`src/tscb_pkg.sv`:
```
// ----------------------------------------------------------------------------
// Trace capture buffer package
// Item types, action and mode codes, register indexes and buffer sizing.
// ----------------------------------------------------------------------------
package tscb_pkg;

  localparam int unsigned BufferDepth     = 256;
  localparam int unsigned AddrW           = (BufferDepth > 1) ? $clog2(BufferDepth) : 1;
  localparam int unsigned CountW          = $clog2(BufferDepth + 1);
  localparam int unsigned SampleWidthDef  = 64;
  localparam int unsigned WordW           = 64;
  localparam int unsigned CfgDataW        = 16;
  localparam int unsigned CfgIdxW         = 2;

  // Actions
  localparam logic [2:0] ACT_TICK  = 3'd0;
  localparam logic [2:0] ACT_ARM   = 3'd1;
  localparam logic [2:0] ACT_STOP  = 3'd2;
  localparam logic [2:0] ACT_SEND  = 3'd3;
  localparam logic [2:0] ACT_SENT  = 3'd4;
  localparam logic [2:0] ACT_READ  = 3'd5;

  // Capture modes
  localparam logic [2:0] MODE_NOW           = 3'd0;
  localparam logic [2:0] MODE_START         = 3'd1;
  localparam logic [2:0] MODE_TRIG_START    = 3'd2;
  localparam logic [2:0] MODE_TRIG_FAULT    = 3'd3;
  localparam logic [2:0] MODE_SINGLE        = 3'd4;
  localparam logic [2:0] MODE_TRIG_START_NS = 3'd5;
  localparam logic [2:0] MODE_TRIG_FAULT_NS = 3'd6;
  localparam logic [2:0] MODE_INVALID       = 3'd7;

  // Configuration register indexes
  localparam logic [CfgIdxW-1:0] CFG_MODE   = 2'd0;
  localparam logic [CfgIdxW-1:0] CFG_LENGTH = 2'd1;
  localparam logic [CfgIdxW-1:0] CFG_DECIM  = 2'd2;
  localparam logic [CfgIdxW-1:0] CFG_MOTOR  = 2'd3;

  typedef struct packed {
    logic [2:0]       action;
    logic [1:0]       motor_id;
    logic             pwm_on;
    logic             fault_active;
    logic [WordW-1:0] sample_word;
    logic [7:0]       read_index;
  } in_item_t;

  typedef struct packed {
    logic             accepted;
    logic             read_valid;
    logic [WordW-1:0] read_data;
    logic             capture_active;
    logic             capture_valid;
    logic             send_pending;
    logic [8:0]       sample_count;
    logic             capture_done;
  } out_item_t;

  // Status of one item, handed from the controller to the output stage
  typedef struct packed {
    logic       accepted;
    logic       read_valid;
    logic       capture_active;
    logic       capture_valid;
    logic       send_pending;
    logic [8:0] sample_count;
    logic       capture_done;
  } stat_t;

  // Sample store access of one item
  typedef struct packed {
    logic             we;
    logic [AddrW-1:0] waddr;
    logic             re;
    logic [AddrW-1:0] raddr;
  } mem_req_t;

endpackage

```
`src/tscb_ctrl.sv`:
```
// ----------------------------------------------------------------------------
// Trace capture controller
// Configuration registers, capture state, trigger detection and store access.
// ----------------------------------------------------------------------------
module tscb_ctrl (
  input  logic                           clk_i,
  input  logic                           rst_ni,
  input  logic                           cfg_we_i,
  input  logic [tscb_pkg::CfgIdxW-1:0]   cfg_index_i,
  input  logic [tscb_pkg::CfgDataW-1:0]  cfg_data_i,
  input  logic                           accept_i,
  input  tscb_pkg::in_item_t             item_i,
  output tscb_pkg::mem_req_t             mem_req_o,
  output tscb_pkg::stat_t                stat_o
);

  localparam int unsigned AW = tscb_pkg::AddrW;
  localparam int unsigned CW = tscb_pkg::CountW;

  typedef struct packed {
    logic active;
    logic armed;
    logic trig;
    logic valid;
    logic pend;
    logic auto_send;
    logic prev_run;
    logic prev_fault;
  } flags_t;

  // Configuration
  logic [2:0]  cfg_mode_q;
  logic [8:0]  cfg_len_q;
  logic [15:0] cfg_dec_q;
  logic [1:0]  cfg_motor_q;

  // Capture state
  logic [AW-1:0] wp_q, wp_d, oldest_q, oldest_d;
  logic [CW-1:0] vc_q, vc_d, len_q, len_d, post_q, post_d;
  logic [2:0]    mode_q, mode_d;
  logic [1:0]    motor_q, motor_d;
  logic [15:0]   dec_q, dec_d, dcnt_q, dcnt_d, dcnt_inc;
  flags_t        flg_q, flg_d;

  logic          running, run_rise, flt_rise, trig_mode, fault_mode;
  logic          hit, rec, fin;
  logic [CW-1:0] wp_inc, len_sel, rd_sum;

  always_ff @(posedge clk_i or negedge rst_ni) begin
    if (!rst_ni) begin
      cfg_mode_q  <= tscb_pkg::MODE_NOW;
      cfg_len_q   <= 9'(tscb_pkg::BufferDepth);
      cfg_dec_q   <= 16'd1;
      cfg_motor_q <= 2'd0;
    end else if (cfg_we_i) begin
      unique case (cfg_index_i)
        tscb_pkg::CFG_MODE:   cfg_mode_q  <= cfg_data_i[2:0];
        tscb_pkg::CFG_LENGTH: cfg_len_q   <= cfg_data_i[8:0];
        tscb_pkg::CFG_DECIM:  cfg_dec_q   <= cfg_data_i;
        tscb_pkg::CFG_MOTOR:  cfg_motor_q <= cfg_data_i[1:0];
        default: ;
      endcase
    end
  end

  assign running    = item_i.pwm_on & ~item_i.fault_active;
  assign run_rise   = running & ~flg_q.prev_run;
  assign flt_rise   = item_i.fault_active & ~flg_q.prev_fault;
  assign fault_mode = (mode_q == tscb_pkg::MODE_TRIG_FAULT) ||
                      (mode_q == tscb_pkg::MODE_TRIG_FAULT_NS);
  assign trig_mode  = fault_mode || (mode_q == tscb_pkg::MODE_TRIG_START) ||
                      (mode_q == tscb_pkg::MODE_TRIG_START_NS);
  assign dcnt_inc   = dcnt_q + 16'd1;
  assign len_sel    = ((cfg_len_q == 9'd0) || (CW'(cfg_len_q) > CW'(tscb_pkg::BufferDepth)))
                      ? CW'(tscb_pkg::BufferDepth) : CW'(cfg_len_q);
  // Logical to physical index: both terms stay below the length, so one subtract
  assign rd_sum     = CW'(oldest_q) + CW'(item_i.read_index);

  always_comb begin
    wp_d     = wp_q;
    oldest_d = oldest_q;
    vc_d     = vc_q;
    len_d    = len_q;
    post_d   = post_q;
    mode_d   = mode_q;
    motor_d  = motor_q;
    dec_d    = dec_q;
    dcnt_d   = dcnt_q;
    flg_d    = flg_q;
    hit      = 1'b0;
    rec      = 1'b0;
    fin      = 1'b0;
    wp_inc   = '0;
    mem_req_o = '0;
    stat_o    = '0;
    stat_o.accepted = 1'b1;

    if (accept_i) begin
      unique case (item_i.action)
        tscb_pkg::ACT_TICK: begin
          if (flg_q.active && (item_i.motor_id == motor_q)) begin
            flg_d.prev_run   = running;
            flg_d.prev_fault = item_i.fault_active;
            if (flg_q.armed && !flg_q.trig) begin
              if (fault_mode) begin
                hit = flt_rise;
              end else if ((mode_q == tscb_pkg::MODE_START) || trig_mode) begin
                hit = run_rise;
              end else begin
                hit = 1'b1;
              end
              if (hit) begin
                flg_d.trig  = 1'b1;
                flg_d.armed = 1'b0;
                if (mode_q == tscb_pkg::MODE_START) begin
                  wp_d     = '0;
                  vc_d     = '0;
                  oldest_d = '0;
                  post_d   = len_q;
                end else begin
                  post_d = CW'((len_q + CW'(1)) >> 1);
                end
              end
            end
            // Decimate, then record unless start mode still waits for its edge
            if (dcnt_inc < dec_q) begin
              dcnt_d = dcnt_inc;
            end else begin
              dcnt_d = '0;
              rec    = !((mode_q == tscb_pkg::MODE_START) && !flg_d.trig);
            end
            if (rec) begin
              mem_req_o.we    = 1'b1;
              mem_req_o.waddr = wp_d;
              wp_inc = CW'(wp_d) + CW'(1);
              wp_d   = (wp_inc >= len_q) ? '0 : wp_inc[AW-1:0];
              if (vc_d < len_q) begin
                vc_d = vc_d + CW'(1);
              end
              if (trig_mode || (mode_q == tscb_pkg::MODE_START)) begin
                if (flg_d.trig && (post_d != '0)) begin
                  post_d = post_d - CW'(1);
                  fin    = (post_d == '0);
                end
              end else begin
                fin = (vc_d >= len_q);
              end
            end
            if (fin) begin
              flg_d.active = 1'b0;
              flg_d.armed  = 1'b0;
              flg_d.valid  = (vc_d != '0);
              oldest_d     = (vc_d >= len_q) ? wp_d : '0;
              flg_d.pend   = flg_d.valid & flg_d.auto_send;
            end
          end
        end
        tscb_pkg::ACT_ARM: begin
          if ((cfg_mode_q == tscb_pkg::MODE_INVALID) || flg_q.pend) begin
            stat_o.accepted = 1'b0;
          end else begin
            motor_d  = cfg_motor_q;
            mode_d   = cfg_mode_q;
            len_d    = (cfg_mode_q == tscb_pkg::MODE_SINGLE) ? CW'(1) : len_sel;
            dec_d    = (cfg_dec_q == 16'd0) ? 16'd1 : cfg_dec_q;
            dcnt_d   = '0;
            wp_d     = '0;
            vc_d     = '0;
            oldest_d = '0;
            post_d   = '0;
            flg_d    = '0;
            flg_d.active    = 1'b1;
            flg_d.auto_send = (cfg_mode_q != tscb_pkg::MODE_TRIG_START_NS) &&
                              (cfg_mode_q != tscb_pkg::MODE_TRIG_FAULT_NS);
            flg_d.armed     = (cfg_mode_q != tscb_pkg::MODE_NOW) &&
                              (cfg_mode_q != tscb_pkg::MODE_SINGLE);
          end
        end
        tscb_pkg::ACT_STOP: begin
          flg_d.active = 1'b0;
          flg_d.armed  = 1'b0;
          flg_d.trig   = 1'b0;
          flg_d.pend   = 1'b0;
        end
        tscb_pkg::ACT_SEND: begin
          stat_o.accepted = flg_q.valid;
          if (flg_q.valid) begin
            flg_d.pend = 1'b1;
          end
        end
        tscb_pkg::ACT_SENT: begin
          flg_d.pend = 1'b0;
        end
        tscb_pkg::ACT_READ: begin
          if (flg_q.valid && (CW'(item_i.read_index) < vc_q)) begin
            stat_o.read_valid = 1'b1;
            mem_req_o.re      = 1'b1;
            mem_req_o.raddr   = (rd_sum >= len_q) ? AW'(rd_sum - len_q) : AW'(rd_sum);
          end
        end
        default: ;
      endcase
    end

    stat_o.capture_active = flg_d.active;
    stat_o.capture_valid  = flg_d.valid;
    stat_o.send_pending   = flg_d.pend;
    stat_o.sample_count   = 9'(vc_d);
    stat_o.capture_done   = fin;
  end

  always_ff @(posedge clk_i or negedge rst_ni) begin
    if (!rst_ni) begin
      wp_q     <= '0;
      oldest_q <= '0;
      vc_q     <= '0;
      len_q    <= CW'(tscb_pkg::BufferDepth);
      post_q   <= '0;
      mode_q   <= tscb_pkg::MODE_NOW;
      motor_q  <= 2'd0;
      dec_q    <= 16'd1;
      dcnt_q   <= '0;
      flg_q    <= '{auto_send: 1'b1, default: 1'b0};
    end else begin
      wp_q     <= wp_d;
      oldest_q <= oldest_d;
      vc_q     <= vc_d;
      len_q    <= len_d;
      post_q   <= post_d;
      mode_q   <= mode_d;
      motor_q  <= motor_d;
      dec_q    <= dec_d;
      dcnt_q   <= dcnt_d;
      flg_q    <= flg_d;
    end
  end

endmodule

```
`config.mk`:
```
export PLATFORM = sky130hd
export DESIGN_NAME = tscb_ctrl
export DESIGN_NICKNAME = d
export VERILOG_FILES = /design/src/tscb_pkg.sv /design/src/tscb_ctrl.sv
export SDC_FILE = /design/constraint.sdc
export NUM_CORES = 1
export LEC_CHECK = 0
export BUFFER_PORTS_ARGS = -buffer_cell sky130_fd_sc_hd__buf_2
export CORE_MARGIN = 2
export CORE_UTILIZATION = 50
export DETAILED_ROUTE_END_ITERATION = 16
export HOLD_SLACK_MARGIN = 0.03
export PLACE_DENSITY = 0.71
export SKIP_CTS_REPAIR_TIMING = 1
export SYNTH_ARGS = -nofsm -noshare
export SYNTH_HDL_FRONTEND = slang
export SYNTH_SLANG_ARGS = --single-unit
```
`constraint.sdc`:
```
create_clock -name clk_i -period 13.8 [get_ports clk_i]
set_clock_uncertainty 0.15 [all_clocks]
set_input_delay 2.76 -clock clk_i [delete_from_list [all_inputs] [get_ports clk_i]]
set_output_delay 2.76 -clock clk_i [all_outputs]
set_load 0.02 [all_outputs]
```
==> implementation parameters <==
Parameter                              Value

Timing
  Unrepaired setup endpoints after global routing ... no
  Max-slew headroom at the worst pin ... 28.6%
  Number of pins with negative max-slew slack in the final report ... 0
  Endpoints failing hold ... 0
  Slew at the pin with the worst max-slew slack ... approximately 1.1 ns
  Final clock period utilization by the worst path ... 78.2%
  Final worst path period need ... between 10 and 15 ns
  Final setup fails ... 0
  Max Freq ... 0.0927 GHz
  Final setup TNS ... 0 ns

Setup path
  R2r setup slk ... between 7 and 8 ns
  Endpoint of the lowest-slack register-to-register path ... oldest_q[3]
  Type of the setup path with the least slack ... primary input to output pin
  Worst setup path startpoint ... item_i[72]
  CP Data Required Time ... between 10 and 15 ns
  Worst endpoint data arrival time ... 7.88 ns
  Capture point of the worst path ... stat_o[11]
  Critical path launch point type ... primary input
  Biggest fanout along the worst timing path ... 16
  Cell-by-cell trace of the critical path ... buf_2 > nor3b_2 > nand4b_2 > nand2_1 > inv_1 > ha_1 > a221oi_2 > o21ai_1 > a21o_1 > or4_4 > nor3_1 > xnor2_1 > ha_1 > a21o_1 > a21oi_1 > o21ai_0 > a31oi_1 > a2bb2oi_1 > nor2_1 > a32o_1 > buf_2
  Delay of the slowest cell on the worst path ... 0.59 ns
  Critical Path Slowest Stage Cell ... or4_4
  Depth of the most critical reg-to-reg path ... 24
  Source of the worst register-to-register timing path ... dcnt_q[0]
  Worst setup EP type ... output pin

Logic synthesis
  Area share of the leading cell type in the synthesized netlist ... 31.8%
  Ys async rst share ... 100%
  Most frequent cells after synthesis ... dfrtp_1, nand2_1, ha_1
  Most area-hungry cell type in the Yosys netlist ... dfrtp_1
  Post-synthesis sequential area ratio ... 33.3%
  Number of enable-type register cells in the synthesized netlist ... 0
  Post-Synthesis Net Count ... 1157
  Leading cell type by number of instances after synthesis ... dfrtp_1
  Post-synth cell types ... 83
  Top area cells in the synthesized netlist ... dfrtp_1, ha_1, mux2_2
  Predominant post-synthesis flop cell ... dfrtp_1
  Post-Syn Area ... 0.00888 mm²
  Synthesis-stage register bit count ... 118
  Mean area per synthesized cell ... 9.13 µm²
  Gate Count Post-Synth ... about 970
  Count of synthesis-stage warnings from yosys ... 0

Floorplanning
  Initial cell density of the core ... 51.2%
  Die extent in y ... 137 µm
  Std-Cell Core Area ... 0.0174 mm²
  Number of top-level pins ... 134
  Total number of placement rows ... 48
  Die Wd ... 137 µm
  Die Footprint ... about 0.019 mm²

Placement
  Instance count after placement with tap cells included ... 1231
  Final RePlAce weighted congestion ... roughly 0.94
  DP Wirelength ... 16500 µm
  Placed cell areas ... 0.00935 mm²
  Total of buffers placed on input and output ports ... around 70

Clock tree
  CTS tree ... yes
  Clock latency on the worst-skew pair ... 0.43 ns
  Maximum level of the CTS H-tree ... 4
  Clk sinks ... 118
  Clk buf depth ... 2
  Inserted Clock Buffers ... 17
  Master cell of the clock root buffer ... clkbuf_16
  Post-CTS clock slew at the launch and capture registers of the worst setup and hold paths ... 0.06 ns

Cells and area
  Ratio of cells with drive above 1 in the final layout ... 18.1%
  Net count reported at finish ... roughly 1200
  Area of all placed cells without fillers ... 0.00992 mm²
  Number of standard cells in the final layout excluding fillers ... between 1000 and 1500
  Antenna diode instance count ... 0
  Filler instances ... ~1500
  Area growth from synthesis to final layout ... 11.7%

Detailed routing
  Final wirelength ... 22200 µm
  Residual DRC ... 0
  Post-DRT Antenna Nets ... 0
  Vias post-DR ... 7465
  Routed wire per std cell ... 17.6 µm
  1st-iter DRT viols ... between 400 and 500
  Vias per cell ... roughly 5.9
  Pre-antenna DRT Iters ... 5

Global route
  Wire length of the first global-routing pass ... 35800 µm
  Initial antenna violation count ... 2
  Vias in the first global route ... 7091
  Pin count of the biggest net entering global routing ... 61
  Congestion Overflow GR ... 0
  Combined global-route utilization of all metal layers ... 24.5%

Run
  Max Cap Violations ... 0

Pwr
  Total power density per cell area ... 144 mW/mm²
  Cell leakage power ... 4.72 nW
  Worst IR Drop VDD ... 148 µV

Hold path
  Worst hold path class ... flip-flop to flip-flop

Status
  Run status ... complete, no violations
-- placed cells by master, fill, tap and decap left out, drive strengths merged, types with 7 or more instances in the layout --
cell    synthesis  final
nor4            7      7
xor2           15     15
xnor2          42     42
nand3          61     61
and3           16     16
a31oi           9      9
nand4          11     11
a21o           27     27
nor2           54     54
dfrtp         113    113
nor3b           7      7
mux2           52     52
clkinv          2      7
inv            63     66
o21ai          73     73
clkbuf         30     19
buf            11     74
a221oi          8      8
a22o           12     12
and2           10     10
nand2b         13     13
nor3           22     22
nand2          89     89
mux2i          10     10
a32o           10     10
a21oi          29     29
nor2b           7      7
ha             81     81
-- per-stage QoR --
stage / power (mW) / utilization, % / setup slack [ns] / hold slack [ns]
detailed placement: 0.990 / 53.9 / 3.01 / 0.322
finish: 1.43 / 57.2 / 3.01 / 0.330
floorplan: 0.867 / - / 4.16 / 0.302
CTS: 1.43 / 57.2 / 3.02 / 0.332
global placement: 0.973 / 53.9 / 3.12 / 0.318
global route: 1.52 / 57.2 / 2.64 / 0.347
-- flip-flops by register name, indices dropped and copies added (netlist names) --
signal and cells:
cfg_dec_q 16, dcnt_q 16, dec_q 16, cfg_len_q 9, len_q 9, post_q 9, vc_q 9, flg_q 8
oldest_q 8, wp_q 8, cfg_mode_q 3, mode_q 3, cfg_motor_q 2, motor_q 2
-- metal layers --
layer	wire [µm]	global-route usage, %
met3	1130	4.93
met1	9960	31.3
met2	10800	42.3
met4	311	6.30
met5	21	0
-- kinds of logic (layout without fill, tap and decap cells) --
family,count (synthesis),after routing,share of synthesized area (%)
and+or+nand+nor,319,319,18.6
AOI/OAI and AO/OA,228,228,17.9
DFF,118,118,33.3
buffers and inverters,106,170,5.02
adders and majority gates,83,83,11.9
muxes,62,62,7.72
xor gates and xnor gates,57,57,5.62
-- how the worst min path moves through the flow --
stage,end,startpoint,cells past startpoint,slack (ns)
floorplan,flg_q[2],flg_q[2],2,0.30
global placement,flg_q[2],flg_q[2],2,0.32
detailed placement,flg_q[2],flg_q[2],2,0.32
CTS,flg_q[2],flg_q[2],2,0.33
global route,flg_q[2],flg_q[2],2,0.35
finish,flg_q[2],flg_q[2],2,0.33
-- final cells by class --
| class | instances | area, µm² | area share (%) |
|---|---|---|---|
| Clock inverter | 12 | 123 | 1.24 |
| Tap cell | 225 | 282 | 2.84 |
| Clock buffer | 19 | 453 | 4.56 |
| Inverter | 65 | 244 | 2.46 |
| Sequential cell | 118 | 2960 | 29.8 |
| Multi-Input combinational cell | 749 | 5480 | 55.2 |
| Timing Repair Buffer | 74 | 385 | 3.88 |
-- power breakdown --
part / internal, mW / switching (mW) / leakage (nW)
clock network: 0.259 / 0.174 / 0.273
registers: 0.415 / 0.0792 / 1.52
logic: 0.214 / 0.284 / 2.92
total: 0.888 / 0.538 / 4.72
-- critical path, delay by kind of cell --
| kind | cells | cell delay, ns |
|---|---|---|
| adders and majority gates | 2 | 0.61 |
| and+or+nand+nor | 6 | 2.02 |
| xor gates and xnor gates | 1 | 0.17 |
| AOI/OAI and AO/OA | 9 | 1.87 |
| buffers and inverters | 3 | 0.43 |
Note: power is estimated with default switching activity, not from simulation.
